## src/rtl/wpm_pkg.sv

```systemverilog
// Shared constants, types and symbol-compare function for the wildcard pattern matcher.
`default_nettype none

package wpm_pkg;

	localparam int PAT_BYTES = 16;
	localparam int PAT_W     = PAT_BYTES * 8;
	localparam int LEN_W     = 5;
	localparam int CFG_W     = 64;
	localparam int CFG_IDX_W = 2;

	localparam logic [CFG_IDX_W-1:0] REG_PAT_LOW  = 2'd0;
	localparam logic [CFG_IDX_W-1:0] REG_PAT_HIGH = 2'd1;
	localparam logic [CFG_IDX_W-1:0] REG_PAT_LEN  = 2'd2;

	localparam logic [7:0] CH_STAR     = 8'h2A;
	localparam logic [7:0] CH_QMARK    = 8'h3F;
	localparam logic [7:0] CH_HASH     = 8'h23;
	localparam logic [7:0] CH_DOLLAR   = 8'h24;
	localparam logic [7:0] CH_DIGIT_LO = 8'd48;
	localparam logic [7:0] CH_DIGIT_HI = 8'd57;
	localparam logic [7:0] CH_UPPER_LO = 8'h41;
	localparam logic [7:0] CH_UPPER_HI = 8'h5A;
	localparam logic [7:0] CH_DASH     = 8'h2D;

	typedef struct packed {
		logic hit;        // final pattern position active after closure
		logic wild_char;  // current text byte is '*' or '?'
	} wpm_flags_t;

	// One pattern symbol against one text byte ('*' is handled by the caller).
	function automatic logic sym_accepts(input logic [7:0] p, input logic [7:0] c);
		logic r;
		if (p == CH_QMARK) begin
			r = 1'b1;
		end else if (p == CH_HASH) begin
			r = ((c >= CH_DIGIT_LO) && (c <= CH_DIGIT_HI)) || (c == CH_DASH);
		end else if (p == CH_DOLLAR) begin
			r = (c >= CH_UPPER_LO) && (c <= CH_UPPER_HI);
		end else begin
			r = (p == c);
		end
		return r;
	endfunction

endpackage

`default_nettype wire

```

## src/rtl/wpm_step.sv

```systemverilog
// NFA step: star closure of the active vector, verdict bit and next active vector.
`default_nettype none

module wpm_step
	import wpm_pkg::*;
#(
	parameter int PATTERN_MAX = 16
) (
	input  wire logic [PAT_W-1:0]       pattern,
	input  wire logic [LEN_W-1:0]       pattern_length,
	input  wire logic [PATTERN_MAX:0]   active,
	input  wire logic [7:0]             char_code,
	output logic      [PATTERN_MAX:0]   next_active,
	output wpm_flags_t                  flags
);

	logic [LEN_W-1:0]       len_c;
	logic [PATTERN_MAX-1:0] used;
	logic [PATTERN_MAX-1:0] star;
	logic [PATTERN_MAX-1:0] acc;
	logic [PATTERN_MAX:0]   closed;
	logic [PATTERN_MAX:0]   len_sel;
	logic [PATTERN_MAX:0]   next_raw;

	// lengths past the array size clamp to the array size
	assign len_c = (pattern_length > LEN_W'(PATTERN_MAX)) ? LEN_W'(PATTERN_MAX)
		: pattern_length;

	always_comb begin
		for (int i = 0; i < PATTERN_MAX; i++) begin
			used[i] = LEN_W'(i) < len_c;
			star[i] = pattern[i*8 +: 8] == CH_STAR;
			acc[i]  = sym_accepts(pattern[i*8 +: 8], char_code);
		end
	end

	// star closure: a live '*' also makes the following position live
	always_comb begin
		closed[0] = active[0];
		for (int i = 0; i < PATTERN_MAX; i++) begin
			closed[i+1] = active[i+1] | (closed[i] & used[i] & star[i]);
		end
	end

	always_comb begin
		for (int i = 0; i <= PATTERN_MAX; i++) begin
			len_sel[i] = LEN_W'(i) == len_c;
		end
	end

	// '*' holds its position, any other accepting symbol advances by one
	always_comb begin
		next_raw = '0;
		for (int i = 0; i < PATTERN_MAX; i++) begin
			if (closed[i] && used[i]) begin
				if (star[i]) begin
					next_raw[i] = 1'b1;
				end else if (acc[i]) begin
					next_raw[i+1] = 1'b1;
				end
			end
		end
	end

	// close the new vector under the pattern in use for this byte
	always_comb begin
		next_active[0] = next_raw[0];
		for (int i = 0; i < PATTERN_MAX; i++) begin
			next_active[i+1] = next_raw[i+1] | (next_active[i] & used[i] & star[i]);
		end
	end

	assign flags.hit       = |(closed & len_sel);
	assign flags.wild_char = (char_code == CH_STAR) || (char_code == CH_QMARK);

endmodule

`default_nettype wire

```

## src/rtl/wildcard_pattern_matcher.sv

```systemverilog
// Top level: streamed-text glob matcher with request register, NFA state and result register.
`default_nettype none

// Usage
//   Input channel (in_valid/in_ready): one request per text byte in char_code, or an
//   end-of-text request with end_of_text high (char_code then ignored).
//   Output channel (out_valid/out_ready): one result per end-of-text request with
//   matched and wildcard_in_text. Byte requests give no result.
//   Config port: cfg_write with cfg_index 0/1 loads pattern bytes 0-7 / 8-15 (byte 0
//   in bits 7:0), index 2 loads pattern_length from cfg_data[4:0]. Write only while
//   idle; the new pattern applies to the next request.
// Timing
//   A request lands in the input register at its accept edge and is processed by one
//   pass of compare and star-closure logic while it sits there; an end-of-text result
//   is registered in the output register when that request leaves the input register.
//   One request per cycle is sustained while no end-of-text request is stalled; the
//   single-pass NFA update over PATTERN_MAX positions sets that rate.
// Reset and stall
//   Reset clears the pattern, sets only position zero active and clears the wildcard
//   flag; no clearing pass is needed. When the receiver stalls, byte requests keep
//   flowing until an end-of-text request reaches the input register; it waits there
//   until the output register frees, and in_ready is low only while it waits.
module wildcard_pattern_matcher
	import wpm_pkg::*;
#(
	parameter int PATTERN_MAX = 16
) (
	input  wire logic                 clk,
	input  wire logic                 arst_n,

	input  wire logic                 in_valid,
	output logic                      in_ready,
	input  wire logic [7:0]           char_code,
	input  wire logic                 end_of_text,

	output logic                      out_valid,
	input  wire logic                 out_ready,
	output logic                      matched,
	output logic                      wildcard_in_text,

	input  wire logic                 cfg_write,
	input  wire logic [CFG_IDX_W-1:0] cfg_index,
	input  wire logic [CFG_W-1:0]     cfg_data
);

	localparam logic [PATTERN_MAX:0] ACTIVE_RESET = (PATTERN_MAX+1)'(1);

	// config
	logic [CFG_W-1:0]     pat_low_q;
	logic [CFG_W-1:0]     pat_high_q;
	logic [LEN_W-1:0]     pat_len_q;

	// input register
	logic                 valid_s1;
	logic [7:0]           char_s1;
	logic                 eot_s1;

	// NFA state
	logic [PATTERN_MAX:0] active_q;
	logic                 wild_q;

	// result register
	logic                 out_valid_s2;
	logic                 matched_s2;
	logic                 wild_s2;

	logic [PATTERN_MAX:0] next_active;
	wpm_flags_t           flags;
	logic                 out_free;
	logic                 adv_s1;
	logic                 in_take;

	always_ff @(posedge clk or negedge arst_n) begin
		if (!arst_n) begin
			pat_low_q  <= '0;
			pat_high_q <= '0;
			pat_len_q  <= '0;
		end else if (cfg_write) begin
			case (cfg_index)
				REG_PAT_LOW:  pat_low_q  <= cfg_data;
				REG_PAT_HIGH: pat_high_q <= cfg_data;
				REG_PAT_LEN:  pat_len_q  <= cfg_data[LEN_W-1:0];
				default: ;
			endcase
		end
	end

	// byte requests never need the output; end requests need a free result slot
	assign out_free = !out_valid_s2 || out_ready;
	assign adv_s1   = valid_s1 && (!eot_s1 || out_free);
	assign in_ready = !valid_s1 || adv_s1;
	assign in_take  = in_valid && in_ready;

	always_ff @(posedge clk or negedge arst_n) begin
		if (!arst_n) begin
			valid_s1 <= 1'b0;
		end else if (in_ready) begin
			valid_s1 <= in_valid;
		end
	end

	always_ff @(posedge clk) begin
		if (in_take) begin
			char_s1 <= char_code;
			eot_s1  <= end_of_text;
		end
	end

	wpm_step #(
		.PATTERN_MAX (PATTERN_MAX)
	) u_step (
		.pattern        ({pat_high_q, pat_low_q}),
		.pattern_length (pat_len_q),
		.active         (active_q),
		.char_code      (char_s1),
		.next_active    (next_active),
		.flags          (flags)
	);

	// state holds the vector closed after each byte; the read side closes it
	// again so a pattern change takes effect at once
	always_ff @(posedge clk or negedge arst_n) begin
		if (!arst_n) begin
			active_q <= ACTIVE_RESET;
			wild_q   <= 1'b0;
		end else if (adv_s1) begin
			if (eot_s1) begin
				active_q <= ACTIVE_RESET;
				wild_q   <= 1'b0;
			end else begin
				active_q <= next_active;
				wild_q   <= wild_q | flags.wild_char;
			end
		end
	end

	always_ff @(posedge clk or negedge arst_n) begin
		if (!arst_n) begin
			out_valid_s2 <= 1'b0;
		end else if (adv_s1 && eot_s1) begin
			out_valid_s2 <= 1'b1;
		end else if (out_ready) begin
			out_valid_s2 <= 1'b0;
		end
	end

	always_ff @(posedge clk) begin
		if (adv_s1 && eot_s1) begin
			matched_s2 <= flags.hit && !wild_q;
			wild_s2    <= wild_q;
		end
	end

	assign out_valid        = out_valid_s2;
	assign matched          = matched_s2;
	assign wildcard_in_text = wild_s2;

	// an end request restarts the match
	a_restart: assert property (@(posedge clk) disable iff (!arst_n)
		(adv_s1 && eot_s1) |=> (active_q == ACTIVE_RESET && !wild_q))
		else $error("match state not restarted after end of text");

	// a wildcard in the text always forces a miss
	a_wild_miss: assert property (@(posedge clk) disable iff (!arst_n)
		out_valid_s2 |-> !(matched_s2 && wild_s2))
		else $error("match reported for text holding a wildcard");

	// back-pressure only from a stalled end request
	a_ready_low: assert property (@(posedge clk) disable iff (!arst_n)
		!in_ready |-> (valid_s1 && eot_s1 && out_valid_s2 && !out_ready))
		else $error("input stalled without a blocked end request");

	// a new result only comes from an end request leaving the input register
	a_result_src: assert property (@(posedge clk) disable iff (!arst_n)
		$rose(out_valid_s2) |-> $past(valid_s1 && eot_s1))
		else $error("result produced without an end request");

endmodule

`default_nettype wire

```

## config.mk

```make
export PLATFORM = sky130hd
export DESIGN_NAME = wildcard_pattern_matcher
export DESIGN_NICKNAME = d
export VERILOG_FILES = /design/src/rtl/wpm_pkg.sv /design/src/rtl/wpm_step.sv /design/src/rtl/wildcard_pattern_matcher.sv
export SDC_FILE = /design/constraint.sdc
export NUM_CORES = 1
export LEC_CHECK = 0
export BUFFER_PORTS_ARGS = -buffer_cell sky130_fd_sc_hd__buf_2
export CORE_ASPECT_RATIO = 0.5
export CORE_MARGIN = 2
export CORE_UTILIZATION = 40
export DETAILED_ROUTE_END_ITERATION = 8
export GPL_ROUTABILITY_DRIVEN = 1
export PLACE_DENSITY_LB_ADDON = 0.2
export SKIP_CTS_REPAIR_TIMING = 1
export SLEW_MARGIN = 0
export SYNTH_ARGS = -nofsm -noshare
export SYNTH_HDL_FRONTEND = slang
export SYNTH_SLANG_ARGS = --single-unit
```

## constraint.sdc

```tcl
create_clock -name clk -period 4.1 [get_ports clk]
set_clock_uncertainty 0.05 [all_clocks]
set_input_delay 0 -clock clk [delete_from_list [all_inputs] [get_ports clk]]
set_output_delay 0 -clock clk [all_outputs]
set_load 0.05 [all_outputs]
```

; Word level (Yosys, flattened, before mapping)
; Cells that the tools add are included.
[word_totals]
n_memories = 0
latch_bits = 0
in_bits = 80
ff_bits = 164
mem_bits_ro = 0
ram_bits = 0
out_inout_bits = 4
word_cells = 386
[op_classes]
addsub = 0
mux = 117
div_mod_pow = 0
n_eq_ne = 101
shifts = 0
mul = 0
reduce_logical = 38
order_cmp = 21
bitwise = 98
[op_table]
columns = op, count
row1 = 8-bit by 6-bit == test with 1-bit output (second input constant), 67
row2 = 8-bit == test, 16
row3 = 1-bit 2-to-1 mux, 99
row4 = 1-bit AND, 64
row5 = 4-bit by 5-bit == test with 1-bit output (first input constant), 8
row6 = 4-bit by 5-bit less-than comparator with 1-bit output (first input constant), 8
row7 = 1-bit OR, 33
row8 = 2-bit 2-to-1 mux, 16
row9 = 1-bit logical AND, 22
row10 = 3-bit by 5-bit == test with 1-bit output (first input constant), 4
row11 = 3-bit by 5-bit less-than comparator with 1-bit output (first input constant), 4
row12 = 17-bit AND, 1
row13 = 17-bit 2-to-1 mux, 1
row14 = 17-bit OR reduction, 1
row15 = 2-bit by 5-bit == test with 1-bit output (first input constant), 2
row16 = 1-bit by 5-bit less-than comparator with 1-bit output (first input constant), 2
row17 = 2-bit by 5-bit less-than comparator with 1-bit output (first input constant), 2
row18 = 8-bit by 6-bit >= comparator with 1-bit output (second input constant), 1
row19 = 8-bit by 7-bit >= comparator with 1-bit output (second input constant), 1
row20 = 8-bit by 6-bit <= comparator with 1-bit output (second input constant), 1
row21 = 8-bit by 7-bit <= comparator with 1-bit output (second input constant), 1
row22 = 2-bit AND reduction, 3
row23 = 1-bit by 5-bit == test with 1-bit output (first input constant), 1
row24 = 5-bit == test (first input constant), 1
row25 = 9 further kinds, 16

; Longest topological paths before layout
[logic_depth]
word_depth = 57
depth_mapped = 12
ltp_nobuf = 10

; Hierarchy
; Synthesis repeated with hierarchy kept, for this count alone.
[hier_totals]
cells_unflattened = 1076
hier_area_um2 = 11375.9
[by_module_without_submodules]
columns = mod, n_inst, area_per_inst_um2, seq_area_each_um2, cells_each
row1 = wildcard_pattern_matcher, 1, 6777.8, 4160.2, 405
row2 = wpm_step, 1, 4598.2, 0.0, 671

; Worst setup path before layout
; No wires, ideal clock.
[synth_path]
path_kind = flip-flop to flip-flop
startpoint = register char_s1[1]
endpoint = register active_q[11]
path_slack_ns = 1.068
path_stages_with_launch = 11
setup_time_ns = 0.126
arrival_time_ns = 2.856
synth_period_minus_slack_ns = 3.032
n_path_buf = 0
required_time_ns = 3.924
cell_sequence = edfxtp_1 > or4_4 > o22ai_4 > nor2_1 > a211oi_2 > o221ai_2 > a2111oi_4 > o311a_1 > o311a_4 > o32ai_1 > a221o_1
[synth_between]
elab_chain_cells = 42
elab_cells_between_ends = 129
classes_between = order compare: 4 / eq/ne: 12 / mux: 79 / bitwise: 31 / reduce/logical: 3
[synth_lines]
columns = item, line
row1 = from (decl), wildcard_pattern_matcher.sv:55  ; logic [7:0] char_s1;
row2 = from (signal assigned), wildcard_pattern_matcher.sv:104  ; char_s1 <= char_code;
row3 = "8-bit by 7-bit >= comparator with 1-bit output, or another cell as far along", wpm_pkg.sv:39  ; r = (c >= CH_UPPER_LO) && (c <= CH_UPPER_HI);
row4 = "1-bit logical AND, on equally long branches", "wpm_pkg.sv:39, wpm_pkg.sv:37"
row5 = 1-bit 2-to-1 mux / 1-bit logical OR (equally long branches), "wpm_pkg.sv:38, wpm_pkg.sv:37"
row6 = 1-bit 2-to-1 mux, wpm_pkg.sv:36  ; end else if (p == CH_HASH) begin
row7 = 1-bit 2-to-1 mux, wpm_pkg.sv:34  ; if (p == CH_QMARK) begin
row8 = 1-bit 2-to-1 mux, wpm_step.sv:58  ; end else if (acc[i]) begin
row9 = 1-bit 2-to-1 mux, wpm_step.sv:56  ; if (star[i]) begin
row10 = 2-bit 2-to-1 mux, wpm_step.sv:55  ; if (closed[i] && used[i]) begin
row11 = [... 23 more ...], -
row12 = 1-bit OR, wpm_step.sv:69  ; next_active[i+1] = next_raw[i+1] | (next_active[i] & used[i] & star[i]);
row13 = 1-bit AND (2 in a row), wpm_step.sv:69
row14 = 1-bit OR, wpm_step.sv:69
row15 = 1-bit AND (2 in a row), wpm_step.sv:69
row16 = 1-bit OR, wpm_step.sv:69
row17 = 1-bit AND (2 in a row), wpm_step.sv:69
row18 = 1-bit OR *, wpm_step.sv:69
row19 = 17-bit 2-to-1 mux *, wildcard_pattern_matcher.sv:127  ; if (eot_s1) begin
row20 = to (signal assigned), wildcard_pattern_matcher.sv:131  ; active_q <= next_active;
row21 = to (decl), wildcard_pattern_matcher.sv:59  ; logic [PATTERN_MAX:0] active_q;
; Every way passes the cells marked *; elsewhere a longest branch is shown, timed or not.
; A chain may end at the register's enable or synchronous reset.

; Worst setup path after layout
[layout_path]
startpoint = register pat_low_q[51]
endpoint = register matched_s2 (netlist: matched) (data pin)
[layout_between]
elab_chain_cells = 33
[layout_lines]
columns = item, line
row1 = from (decl), wildcard_pattern_matcher.sv:49  ; logic [CFG_W-1:0] pat_low_q;
row2 = from (signal assigned), wildcard_pattern_matcher.sv:80  ; REG_PAT_LOW: pat_low_q <= cfg_data;
row3 = 8-bit by 6-bit == test with 1-bit output *, wpm_step.sv:32  ; star[i] = pattern[i*8 +: 8] == CH_STAR;
row4 = 1-bit AND *, wpm_step.sv:41  ; closed[i+1] = active[i+1] | (closed[i] & used[i] & star[i]);
row5 = 1-bit OR *, wpm_step.sv:41
row6 = 1-bit AND (2 in a row), wpm_step.sv:41
row7 = 1-bit OR, wpm_step.sv:41
row8 = 1-bit AND (2 in a row), wpm_step.sv:41
row9 = 1-bit OR, wpm_step.sv:41
row10 = 1-bit AND (2 in a row), wpm_step.sv:41
row11 = [... 12 more ...], -
row12 = 1-bit OR, wpm_step.sv:41
row13 = 1-bit AND (2 in a row), wpm_step.sv:41
row14 = 1-bit OR, wpm_step.sv:41
row15 = 1-bit AND (2 in a row), wpm_step.sv:41
row16 = 1-bit OR, wpm_step.sv:41
row17 = 17-bit AND *, wpm_step.sv:73  ; assign flags.hit = |(closed & len_sel);
row18 = 17-bit OR reduction *, wpm_step.sv:73
row19 = 1-bit logical AND *, wildcard_pattern_matcher.sv:149  ; matched_s2 <= flags.hit && !wild_q;
row20 = to (signal assigned), wildcard_pattern_matcher.sv:149
row21 = to (decl), wildcard_pattern_matcher.sv:64  ; logic matched_s2;
; Marks and branches as above.

==> summary.md <==
| Metric | Value |
|---|---|
| Status | `finished, final reports clean` |
| Largest net degree at the start of global routing | `75` |
| Detail Route met3 WL | `2230 um` |
| Hold Crit Class | `input pin to async pin` |
| Num CTS Buffers | `17` |
| TNS Setup | `0 ns` |
| Syn avg cell area | `10.2 um2` |
| Peak VDD IR | `0.310 mV` |
| CP Capture Type | `flip-flop` |
| HPWL Detailed | `24400 um` |
| Via count | `9342` |
| Static Leak | `0.00506 uW` |
| Synth-to-layout area growth | `21.2%` |
| Fin util | `49.2%` |
| Switching Share | `32.8%` |
| Fraction of layout cells with a size suffix above 1 | `26.3%` |
| Slew headroom | `35.8%` |
| CTS tree | `done` |
| Worst r2r path cells | `10` |
| Post-synth top area share | `35.5%` |
| Pwr dens | `397 mW/mm2` |
| Clock Tree Buf Depth | `2` |
| Multi-input gate area | `0.00628 mm2` |
| DR top layer | `met4` |
| First-pass GRT wire length | `52300 um` |
| DRC | `0` |
| # port buffers | `83` |
| Routability Congestion | `0.989` |
| Length of the first detailed-routing pass in iterations | `6` |
| Clock Latency Late Sink | `0.47 ns` |
| Min Clock Period, post-route | `3.83 ns` |
| Post-synthesis cell count | `1051` |
| FF+latch area | `0.00416 mm2` |
| Site Rows | `42` |
| Biggest area consumer among synthesized cells | `dfrtp_1` |
| Total gr overflow | `0` |
| Total routed wirelength | `33500 um` |
| Post-synthesis sequential area ratio | `38.8%` |
| Clock network fraction of design power | `32.0%` |
| CP required | `4.36 ns` |
| Startpoint types | `flip-flop` |
| Number of synthesized flops with an enable pin | `11` |
| Final design area excluding fillers | `0.0130 mm2` |
| Post-Syn Nets | `1131` |
| Vias in the first global route | `8791` |
| Slew @ Worst Pin | `0.963 ns` |
| Ranking of synthesized cells by area | `dfrtp_1 36%, mux2_2 14%, xor2_1 5.9%` |
| Flops & latches, synth | `164` |
| Initial Utilization | `40.6%` |
| Final count of negative-setup-slack endpoints | `0` |
| CP arrival | `4.08 ns` |
| 1st-iter DRT viols | `897` |
| Cell Area, Placed | `0.0116 mm2` |
| P_sw | `1690 uW` |
| Synth cell count leaders | `152 x dfrtp_1, 134 x mux2_2, 72 x xor2_1` |
| Initial antenna violation count | `1` |
| Fillers | `2434` |
| Crit Path Class | `flip-flop to flip-flop` |
| Routed wire per std cell | `21.3 um` |
| Max_cap viols | `0` |
| Die H | `120 um` |
| Antenna-violating nets left | `0` |
| Min Hold Slack | `0.0792 ns` |
| I/O pins | `84` |
| Primary FF master, synth | `dfrtp_1` |
| Hold Fails Final Rpt | `0` |
| Slew Viols, Final | `0` |
| Internal power | `3460 uW` |
| H-tree depth | `4` |
| Unrepaired setup endpoints after global routing | `false` |
| Fraction of registers with async set/reset | `93.3%` |
| Met2 wire len | `14500 um` |
| Max Clock Freq | `261 MHz` |
| Post-synth cell types | `95` |
| N_diodes | `0` |
| Worst r2r src | `pat_low_q[51]$_DFFE_PN0P_` |
| Comb pwr share | `22.6%` |
| Clock transition at path regs | `0.07 ns` |
| Met1 WL | `16300 um` |
| Sequential share of power | `45.4%` |
| RR Endpoint | `matched$_DFFE_PP_` |
| Crit-path max FO | `7` |
| Avg Vias per Cell | `5.93` |
| CTS Root Cell | `clkbuf_16` |
| Cell area after synthesis | `0.0107 mm2` |
| Nets | `1290` |
| Part of the cycle the worst path needs | `93.3%` |
| Most numerous cell in the Yosys netlist | `dfrtp_1` |
| Core area | `0.0264 mm2` |
| Die area | `0.0282 mm2` |
| R2R setup slack | `0.27 ns` |
| CTS Sinks | `164` |
| YS warnings | `0` |
| Overall Global Routing Usage | `24.2%` |
| Die W | `235 um` |
power by group through the flow:
stage | combinational [uW] | clock, uW | sequential (uW)
global placement | 1080 | 0 | 2330
CTS | 1110 | 1680 | 2320
global route | 1280 | 1750 | 2390
finish | 1170 | 1650 | 2340
detailed placement | 1100 | 0 | 2350
floorplan | 868 | 0 | 2180
stage by stage:
| stage | std cells | worst slack (ns) | power [uW] |
|---|---|---|---|
| 6_report | 1575 | 0.275 | 5150 |
| 5_1_grt | 1575 | 0.00176 | 5410 |
| 4_1_cts | 1498 | 0.333 | 5110 |
| 3_5_place_dp | 1466 | 0.342 | 3450 |
| 3_3_place_gp | 1466 | 0.394 | 3410 |
| 2_1_floorplan | 1051 | 1.07 | 3050 |
logic make-up after synthesis:
group | after synthesis | synth area share (%)
XOR/XNOR | 128 | 10.5
AO/OA/AOI/OAI | 195 | 13.8
buffers and inverters | 70 | 2.71
flip-flops | 164 | 38.8
multiplexers | 135 | 14.2
AND/OR/NAND/NOR | 359 | 20.0
routing by layer:
| metal | up-vias | global-route usage, % |
|---|---|---|
| met5 | - | 0 |
| met3 | 40 | 5.06 |
| met2 | 322 | 36.4 |
| met4 | 0 | 6.09 |
| li1 | 4296 | - |
| met1 | 4684 | 35.5 |
layout by cell type (no fill, tap or decap), types with 14 or more instances in the layout:
cell	n
xnor2_1	56
nor2_1	53
o21ai_0	33
mux2_2	134
clkbuf_16	18
nor4_1	29
nand4_1	27
a21oi_1	33
nand2_1	44
and3_1	23
nor3_1	31
nor3b_1	19
buf_2	82
xor2_1	72
nor2b_1	14
dlygate4sd3_1	77
buf_4	32
o211ai_1	14
dfrtp_1	150
inv_1	18
nand3_1	32
worst max-delay path, cell delays in order (launching register included):
cell       delay [ns]
dfrtp_1          0.48
nor4bb_1         0.56
nand3b_1         0.30
a221oi_1         0.53
a31o_2           0.26
o2111ai_1        0.27
a21oi_1          0.42
nor2_1           0.12
o21ai_0          0.30
o21ai_0          0.15
a41oi_1          0.23
final cells by class:
type	instances	share of cell area, %
clock inverter	11	0.964
tap	352	3.39
inverter	18	0.521
clock buffer	21	3.64
timing repair buffer	192	11.0
sequential	164	32.1
multi-input combinational	817	48.4
sequential cells by signal, summed over array words and instances (netlist names):
name and cells:
wildcard_in_text 1, pat_low_q 64, wild_q 1, valid_s1 1, matched 1, out_valid 1, char_s1 8, active_q 17
eot_s1 1, pat_high_q 64, pat_len_q 5
worst max-delay path by stage:
stage,startpoint,end,slack (ns),cells after the start
floorplan,char_s1[1]$_DFFE_PP_,active_q[11]$_DFFE_PN0P_,1.07,10
global placement,pat_low_q[48]$_DFFE_PN0P_,matched$_DFFE_PP_,0.39,10
detailed placement,pat_low_q[48]$_DFFE_PN0P_,matched$_DFFE_PP_,0.34,10
CTS,pat_low_q[48]$_DFFE_PN0P_,matched$_DFFE_PP_,0.33,10
global route,pat_len_q[2]$_DFFE_PN0P_,matched$_DFFE_PP_,0.002,10
finish,pat_low_q[51]$_DFFE_PN0P_,matched$_DFFE_PP_,0.27,10
Note: power is estimated with default switching activity, not from simulation.
